File: config.mk
export PLATFORM = sky130hd
export DESIGN_NAME = amrb_regs
export DESIGN_NICKNAME = d
export VERILOG_FILES = /design/src/rtl/amrb_pkg.sv /design/src/rtl/amrb_regs.sv
export SDC_FILE = /design/constraint.sdc
export NUM_CORES = 1
export LEC_CHECK = 0
export BUFFER_PORTS_ARGS = -buffer_cell sky130_fd_sc_hd__buf_4
export CAP_MARGIN = 10
export CELL_PAD_IN_SITES_DETAIL_PLACEMENT = 0
export CELL_PAD_IN_SITES_GLOBAL_PLACEMENT = 1
export CORE_ASPECT_RATIO = 2
export CORE_MARGIN = 2
export CORE_UTILIZATION = 37
export DETAILED_ROUTE_END_ITERATION = 6
export PLACE_DENSITY = 0.85
export SLEW_MARGIN = 10
export SYNTH_ARGS = -nofsm -noshare
export SYNTH_HDL_FRONTEND = slang
export SYNTH_SLANG_ARGS = --single-unit
File: constraint.sdc
create_clock -name clk -period 1.5 [get_ports clk]
set_input_delay 0.075 -clock clk [delete_from_list [all_inputs] [get_ports clk]]
set_output_delay 0.075 -clock clk [all_outputs]
set_load 0.05 [all_outputs]
File: src/rtl/amrb_pkg.sv
// Package for the audio mixing ring buffer: ring geometry, operation and
// register codes, shared types and the Q4.12 truncate-and-saturate function.
// Depends on nothing; amrb_regs, amrb_core and the top level use it.
`default_nettype none
package amrb_pkg;

	// Ring depth must be a power of two; indices wrap by dropping upper bits.
	localparam int RING_DEPTH = 65536;
	localparam int RING_AW    = $clog2(RING_DEPTH);
	localparam logic [RING_AW-1:0] RING_LAST = RING_AW'(RING_DEPTH - 1);

	localparam logic [1:0] OP_CONSUME = 2'd0;
	localparam logic [1:0] OP_MIX     = 2'd1;
	localparam logic [1:0] OP_WRITE   = 2'd2;

	localparam logic [1:0] REG_MASTER_GAIN  = 2'd0;
	localparam logic [1:0] REG_MUSIC_GAIN   = 2'd1;
	localparam logic [1:0] REG_EFFECTS_GAIN = 2'd2;

	localparam logic [15:0] MASTER_GAIN_RST  = 16'd328;
	localparam logic [15:0] MUSIC_GAIN_RST   = 16'd4096;
	localparam logic [15:0] EFFECTS_GAIN_RST = 16'd4096;

	typedef enum logic [1:0] {
		ST_CLEAR,
		ST_IDLE,
		ST_WORK
	} state_t;

	typedef struct packed {
		logic [15:0] master;
		logic [15:0] music;
		logic [15:0] effects;
	} gains_t;

	typedef struct packed {
		logic               we;
		logic               re;
		logic [RING_AW-1:0] addr;
		logic [15:0]        wdata;
	} mem_req_t;

	function automatic logic [RING_AW-1:0] pos_to_idx(input logic [15:0] p);
		logic [RING_AW+15:0] w;
		w = {{RING_AW{1'b0}}, p};
		return w[RING_AW-1:0];
	endfunction

	// Divide by 4096 truncating toward zero, then clamp to 16 bits.
	function automatic logic signed [15:0] sat_q12(input logic signed [33:0] v);
		logic signed [33:0] t;
		t = (v < 0) ? ((v + 34'sd4095) >>> 12) : (v >>> 12);
		if (t > 34'sd32767) begin
			return 16'sh7fff;
		end else if (t < -34'sd32768) begin
			return -16'sh8000;
		end
		return t[15:0];
	endfunction

endpackage
`default_nettype wire

File: src/rtl/amrb_regs.sv
// APB-style configuration registers holding the three Q4.12 gains.
// Depends on amrb_pkg.
`default_nettype none
module amrb_regs (
	input  wire logic              clk,
	input  wire logic              arst_n,
	input  wire logic              psel,
	input  wire logic              penable,
	input  wire logic              pwrite,
	input  wire logic [3:0]        paddr,
	input  wire logic [31:0]       pwdata,
	output logic      [31:0]       prdata,
	output logic                   pready,
	output amrb_pkg::gains_t       gains
);

	amrb_pkg::gains_t gains_q;
	logic             wr_en;
	logic [1:0]       reg_idx;

	assign pready  = 1'b1;
	assign wr_en   = psel & penable & pwrite;
	assign reg_idx = paddr[3:2];
	assign gains   = gains_q;

	always_ff @(posedge clk or negedge arst_n) begin
		if (!arst_n) begin
			gains_q.master  <= amrb_pkg::MASTER_GAIN_RST;
			gains_q.music   <= amrb_pkg::MUSIC_GAIN_RST;
			gains_q.effects <= amrb_pkg::EFFECTS_GAIN_RST;
		end else if (wr_en) begin
			unique case (reg_idx)
				amrb_pkg::REG_MASTER_GAIN:  gains_q.master  <= pwdata[15:0];
				amrb_pkg::REG_MUSIC_GAIN:   gains_q.music   <= pwdata[15:0];
				amrb_pkg::REG_EFFECTS_GAIN: gains_q.effects <= pwdata[15:0];
				default: ;
			endcase
		end
	end

	always_comb begin
		unique case (reg_idx)
			amrb_pkg::REG_MASTER_GAIN:  prdata = {16'd0, gains_q.master};
			amrb_pkg::REG_MUSIC_GAIN:   prdata = {16'd0, gains_q.music};
			amrb_pkg::REG_EFFECTS_GAIN: prdata = {16'd0, gains_q.effects};
			default:                    prdata = 32'd0;
		endcase
	end

endmodule
`default_nettype wire

# [After elaboration in Yosys (flattened, before gate mapping)]
# Cells that the tools add are included.
[classes] muxes=1 reduce_logical=4 eq_ne=2 bitwise_logic=2
[op_table] op="$pmux 16 s3" count=1
[op_table] op="$reduce_and 2->1" count=3
[op_table] op="$and 1x1->1" count=2
[op_table] op="$eq 2x1->1 const B" count=1
[op_table] op="$eq 2x2->1 const B" count=1
[op_table] op="$logic_not 2->1" count=1
[word_totals] word_cells=12 ff_bits=48

# [Logic depth before layout (Yosys ltp)]
# Gate-level depths: netlist (run 1).
[logic_depth] ltp_word=3 mapped_depth=5

# [Worst setup path before layout (run 1)]
# Ideal clock, no wire load.
[synth_timing] path_type="reg2out" from="register gains_q, in the netlist gains[28]" to="output port prdata[12]" path_buffers=0 slack_ps=-475 stages_incl_launch_ff=3 arrival_time_ps=1900 cell_sequence="dfstp_2 mux2i_1 o21ai_0"
[synth_via] elab_chain_cells=1
[synth_rtl] element="start: declaration" line_no="amrb_regs.sv:17" source="amrb_pkg::gains_t gains_q;"
[synth_rtl] element="$pmux 16 s3" line_no="amrb_regs.sv:42" source="unique case (reg_idx)"
[synth_rtl] element="end: declaration" line_no="amrb_regs.sv:12" source="output logic [31:0] prdata,"
# No other way between the ends.

# [Worst setup path in the final report (run 1)]
# Ends and elaborated chain as after synthesis.

==> impl_results.md, run 1 <==
- Final Non-Filler Cells: around 360
- Sequential area share after synthesis: approximately half
- CTS Buffer Depth: 2
- Post-layout minimum cycle time: roughly 1.3 ns
- CTS buffer count: 5
- Worst Setup End Kind: output pin
- Area of the mapped netlist: 2338 sq um
- Cell area power density: 1807 nW/um^2
- Routed vias/inst: between 4 and 5
- Row count: 41
- Area of the multi-input gates: 1046 sq um
- Relative slew slack: 59.72%
- Setup TNS Final: 0 ns
- Die ar.: ~7000 sq um
- Avg Inst Size Synth: about 13 sq um
- Clock Sink Count: between 40 and 50
- Reg-to-reg endpoint: gains[8]$_DFFE_PN0P_
- Chip height: about 120 um
- Critical Path Start: gains[28]$_DFFE_PN1P_
- Vias in the first global route: 1,683
- Antenna violations before repair: 0
- Hold Crit Depth: 2
- Post-synth cell types: 19
- Post-Synthesis Cells: between 150 and 200
- Max-slew violation count: 0
- Status: complete, no violations
- Antenna diodes: 0
- Initial DRC count: 41
- Global-route wire length before repair: approximately 8.4 mm
- Min-Delay Path Class: input port to flop
- I/O pin cnt: approximately 120
- CTS clk-pin slew, worst paths: approximately 0.070 ns
- Placer congestion estimate: about 0.75
- Final Cycle Share: around 90%
- Layout cell share with drive strength beyond 1: 64.84%
- Unrepaired setup endpoints after global routing: false
- Startpoint Class: flop
- Crit path to: prdata[12]
- Worst vdd ir: approximately 1100 uV
- Vias: between 1.5k and 2k
- Slew @ Worst Pin: just over 0.6 ns
- Worst skew pair latency: about 0.28 ns
- Synth top area share: 46.01%
- CTS tree: built
- Routed WL: ~5.4 mm
- WHS: around 0.037 ns
- HPWL Detailed: ~4 mm
- Storage cell area: about 1200 sq um
- R2R Setup Slk: 0.71 ns
- Drt pass-1 iters: 4
- DRC viols: 0
- DRT antenna net count: 0
- IO Port Bufs: between 80 and 90
- Synth warn: 0
- Die extent in x: between 60 and 70 um
- Worst setup path class: flop to output pin
- Gr usage total: between 10% and 20%
- CP required: 1.42 ns
- Area delta synth->final: 40.18%
- Largest net degree at the start of global routing: between 40 and 50
- RR Startpoint: gains[8]$_DFFE_PN0P_
- Largest register FFs: 48
- # nets final: 313
- H-tree Lvls: 2
- Setup violators final: 0
- Final Hold Vio Count: 0
- Filler cells: 547
- CP Max Fanout: 3
- Max Clock Skew: 0 ns
- #FFs+latches synth: between 40 and 50
- Core area: 6207 sq um
- Leak Pwr: 1.628 nW
- Arrival @ worst endpoint: about 1.3 ns
- Grt total ovfl: 0
- Root buffer cell: clkbuf_16
- Dpl cells: 350
- # resized after CTS: 0
- Largest area contributor in the netlist: dfrtp_1
- # Max-Cap Violations: 0
- Initial core utilization: a little under two fifths
- WL per Instance: 14.96 um
- Worst r2r path cells: 1
- Synth area leaders: dfrtp_1 46%, mux2_2 18%, mux2i_1 6.8%
- Max Clk Rate: roughly 750 MHz
==> area by class of cell <==
| class | instances | area share [%] |
|---|---|---|
| clock inverters | 3 | 1.412 |
| clock buffers | 5 | 3.817 |
| multi-input cells | 118 | 31.91 |
| well taps | 86 | 3.282 |
| flip-flops and latches | 48 | 36.83 |
| repair buffers | 99 | 22.75 |
==> critical path: stages, from the launching register on <==
cell and delay, ns:
dfstp_2 0.55, mux2i_1 0.08, o21ai_2 0.12, buf_4 0.21
==> where the power goes <==
group | switching, W | internal (W)
Clock | 0.000479 | 0.000792
Sequential | 0.000251 | 0.00162
Combinational | 0.00189 | 0.000891
Total | 0.00262 | 0.00331
==> worst min path at each step <==
stage,from,endpoint,slack (ns)
after global placement,arst_n,gains[0]$_DFFE_PN0P_,0.12
after CTS,pwdata[9],gains[25]$_DFFE_PN0P_,0.03
after global routing,pwdata[6],gains[22]$_DFFE_PN0P_,0.03
after floorplan,arst_n,gains[0]$_DFFE_PN0P_,-0.22
after detailed placement,arst_n,gains[16]$_DFFE_PN0P_,0.12
final,pwdata[8],gains[24]$_DFFE_PN0P_,0.04
==> cells in the mapped netlist <==
cell	n
o21ai_1	1
and2b_1	1
buf_8	1
clkbuf_1	3
nor3b_2	1
o21ai_0	15
buf_6	2
dfrtp_1	43
nand3_1	1
mux2_4	10
buf_2	2
dfstp_2	5
nor3_2	1
mux2i_1	16
mux2_2	38
or3b_1	1
nand2_1	16
buf_4	19
conb_1	2
==> timing repair <==
item | 4_1_cts | 5_1_grt
buffers inserted | 0 | 0
hold endpoints to repair | 43 | 0
hold buffers | 1 | 0
==> layer usage <==
| layer | track usage, % | part of all wire (%) | vias up |
|---|---|---|---|
| li1 | - | - | 767 |
| met1 | 20.77 | 43 | 786 |
| met5 | 0 | 0 | - |
| met3 | 2.879 | 6.9 | 4 |
| met4 | 4.741 | 0.89 | 0 |
| met2 | 26.30 | 49 | 80 |
==> logic make-up (layout without fill, tap and decap cells) <==
logic type	Yosys count	count (layout)	synth area share (%)
muxes	64	64	31.57
and+or+nand+nor	21	21	4.441
buffers and inverters	27	107	8.614
AOI/OAI and AO/OA	16	16	3.424
DFF	48	48	51.63
other	2	17	0.3211
==> per-stage QoR <==
stage	total power [W]	instance area [sq um]	worst slack, ns	utilization, %
finish	0.005925	3278	0.1751	52.81
global route	0.006185	3278	0.1210	52.81
floorplan	0.003875	2455	0.1084	-
CTS	0.005985	3278	0.1700	52.81
detailed placement	0.004689	3097	0.09835	49.89
global placement	0.004644	3097	0.1298	49.89
==> cells in the final DEF (no fill, tap or decap) <==
cell	count
mux2_2	38
mux2_4	10
dfstp_2	5
nand2_1	16
clkinvlp_4	1
and2b_1	1
or3b_1	1
o21ai_2	16
inv_6	1
bufinv_16	1
nor3b_2	1
dlygate4sd3_1	1
nand3_1	1
buf_4	98
dfrtp_1	43
clkbuf_16	5
conb_1	17
mux2i_1	16
nor3_2	1
No activity file was read; power rests on OpenSTA's default activity.
==> inputs of run 2 (changes only) <==
--- a/config.mk
+++ b/config.mk
@@ -11,9 +11,9 @@
 export CELL_PAD_IN_SITES_GLOBAL_PLACEMENT = 1
 export CORE_ASPECT_RATIO = 2
 export CORE_MARGIN = 2
-export CORE_UTILIZATION = 37
+export CORE_UTILIZATION = 31
 export DETAILED_ROUTE_END_ITERATION = 6
-export PLACE_DENSITY = 0.85
+export PLACE_DENSITY = 0.75
 export SLEW_MARGIN = 10
 export SYNTH_ARGS = -nofsm -noshare
 export SYNTH_HDL_FRONTEND = slang
==> constraint.sdc (replaced) <==
create_clock -name clk -period 1.2 [get_ports clk]
set_input_delay 0.24 -clock clk [delete_from_list [all_inputs] [get_ports clk]]
set_output_delay 0.24 -clock clk [all_outputs]
set_load 0.05 [all_outputs]
==> run 2 against run 1 <==
Compared with the run above: the flow now finishes with violations (negative setup slack); setup slack worse by 0.46 ns; wire length up 27%; sequential power up 29%; die area up 18%; non-clock buffer count up 44; core utilization up 7.6 points; global-route usage up 1.1 points; critical endpoint is now prdata[8]; largest power group unchanged; highest routed layer unchanged.
==> impl_results.md, run 2 (same netlist as run 1, synthesis figures left out) <==
- CP Max Fanout: 2 (-1)
- Routed WL: 6.810 mm (+27%)
- Setup violators final: 34 (+34)
- H-tree Lvls: 2 (unchanged)
- PnR worst setup slack: -0.2836 ns (-0.4587 ns)
- Die extent in x: 65.42 um (+8.6%)
- HPWL Detailed: 4.784 mm (+19%)
- Post-layout minimum cycle time: roughly 1.5 ns
- Root buffer cell: clkbuf_16
- Max Clk Rate: about 670 MHz
- DRC viols: 0 (unchanged)
- Sw frac: 41.21% (-3.0 points)
- Vias: 1,856 (+13%)
- Worst setup path class: flop to output pin
- Drt pass-1 iters: 4 (unchanged)
- WL per Instance: 16.65 um (+11%)
- Global-route wire length before repair: 10.59 mm (+26%)
- # nets final: 357 (+14%)
- Routed vias/inst: 4.538 (-0.48%)
- Crit path largest cell delay: 0.57 ns (+0.02 ns)
- Max-slew violation count: 0 (unchanged)
- Filler cells: 596 (+9.0%)
- Antenna violations before repair: 0 (unchanged)
- Placer congestion estimate: 0.7524 (+0.36%)
- Chip height: 126.8 um (+8.9%)
- Startpoint Class: flop
- Largest net degree at the start of global routing: 49 (unchanged)
- Layout cell share with drive strength beyond 1: 78.86% (+14 points)
- NetSw: 0.003706 W (+41%)
- Initial DRC count: 62 (+51%)
- Final Non-Filler Cells: 409 (+14%)
- Worst skew pair latency: 0.28 ns (about the same)
- DRT antenna net count: 0 (unchanged)
- Reg power frac: 26.9% (-4.7 points)
- CTS Buffer Depth: 2 (unchanged)
- # Max-Cap Violations: 0 (unchanged)
- Grt total ovfl: 0 (unchanged)
- CP Cell Sequence: mux2i_4 > o21ai_4 > buf_6
- I/O pin cnt: 122 (unchanged)
- CTS tree: built
- CTS clk-pin slew, worst paths: 0.06 ns (about the same)
- Worst vdd ir: 1538 uV (+44%)
- Violated checks: negative setup slack
- Gr usage total: 16.94% (+1.1 points)
- Die ar.: 8297 sq um (+18%)
- Largest register FFs: 48 (unchanged)
- Cell family with most CP delay: flip-flops
- Most common cell after layout, fill and taps aside: buf_4
- Max Clock Skew: 0 ns (unchanged)
- CTS buffer count: 5 (unchanged)
- Arrival @ worst endpoint: 1.24 ns (about the same)
- Power Internal: 0.005286 W (+60%)
- CP required: 0.96 ns (-0.46 ns)
- Leak Pwr: 2.027 nW (+24%)
- Row count: 44 (+7.3%)
- Status: finished with violations
- Slowest CP cell: dfstp_2
- Final Cycle Share: 123.6%
- Unrepaired setup endpoints after global routing: true
- Min-Delay Path Class: input port to flop
- Antenna diodes: 0 (unchanged)
- Most frequent cells in the layout: 63 x buf_4, 45 x buf_6, 31 x dfrtp_1
- Cell area power density: 2049 nW/um^2 (+13%)
- WP buf/inv: 1 (unchanged)
- WHS: 0.2030 ns (+0.1657 ns)
- Vias in the first global route: 2,012 (+20%)
- Clock power share: 17.4% (-4.0 points)
- Worst Setup End Kind: output pin
- Final Hold Vio Count: 0 (unchanged)
- Clock Sink Count: 48 (unchanged)
- Area delta synth->final: 87.69%
- Dpl cells: 369 (+5.4%)
- IO Port Bufs: 86 (unchanged)
- Initial core utilization: 32.18% (-5.5 points)
- Core area: 7267 sq um (+17%)
- Comb power frac: 55.7% (+8.8 points)
[run 2: cell count changes in the layout (fill, tap and decap cells not counted), sizes merged]
cell | previous run | this run
clkbuf | 5 | 6
buf | 98 | 142
inv | 1 | 0
clkinvlp | 1 | 0
clkinv | 0 | 1
[run 2: metal layers]
metal  vias to the layer above  wire [um]  track usage, %
li1                        854          -               -
met1                       918       2469           18.95
met2                        78       3901           30.85
met3                         6        337           3.546
met4                         0        102           5.882
met5                         -          0               0
[run 2: path summary, 6_finish.rpt]
| kind | start | cells after the start | end | slack (ns) |
|---|---|---|---|---|
| worst max-delay path | gains[40]$_DFFE_PN1P_ | 3 | prdata[8] | -0.28 |
| worst min-delay path | pwdata[11] | 2 | gains[11]$_DFFE_PN0P_ | 0.20 |
| worst max register to register | gains[28]$_DFFE_PN1P_ | 4 | gains[28]$_DFFE_PN1P_ | 0.14 |
| worst min register to register | gains[4]$_DFFE_PN0P_ | 1 | gains[4]$_DFFE_PN0P_ | 0.54 |
| max in group asynchronous | arst_n | 3 | gains[12]$_DFFE_PN1P_ | 0.45 |
| min in group asynchronous | arst_n | 3 | gains[39]$_DFFE_PN0P_ | 0.46 |
[run 2: repair_timing]
item | 4_1_cts | 5_1_grt
setup endpoints to repair | 24 | 46
buffers inserted | 22 | 15
hold buffers | 1 | 0
endpoints found under the hold margin | 43 | 0
gates resized for setup | 75 | 50
pin swaps | 6 | 0
cloned | 0 | 0
[run 2: final cells by class]
type                       instances  area, sq um  area share, %
timing repair buffer             143         1525          34.75
multi-input combinational        118         1363          31.04
sequential                        48         1222          27.85
clock buffer                       6        128.9          2.936
tap                               92        115.1          2.623
clock inverter                     2        35.03         0.7982
[run 2: power by group through the flow]
stage / logic (W) / clock network, W / registers [W]
6_report: 0.00501 / 0.00156 / 0.00242
5_1_grt: 0.00521 / 0.00168 / 0.00247
4_1_cts: 0.00464 / 0.00160 / 0.00237
3_5_place_dp: 0.00390 / 0 / 0.00240
3_3_place_gp: 0.00387 / 0 / 0.00239
2_1_floorplan: 0.00145 / 0 / 0.00369
[run 2: metrics by stage]
| stage | TNS [ns] | cell area, sq um | setup slack (ns) | util, % | total power (W) |
|---|---|---|---|---|---|
| after floorplan | -7.949 | 2753 | -0.2470 | - | 0.005139 |
| after global placement | -12.90 | 3512 | -0.2615 | 48.33 | 0.006254 |
| after detailed placement | -13.60 | 3512 | -0.2778 | 48.33 | 0.006303 |
| after CTS | -4.042 | 4133 | -0.2741 | 56.87 | 0.008607 |
| after global routing | -5.274 | 4389 | -0.3047 | 60.40 | 0.009353 |
| final | -3.850 | 4389 | -0.2836 | 60.40 | 0.008992 |
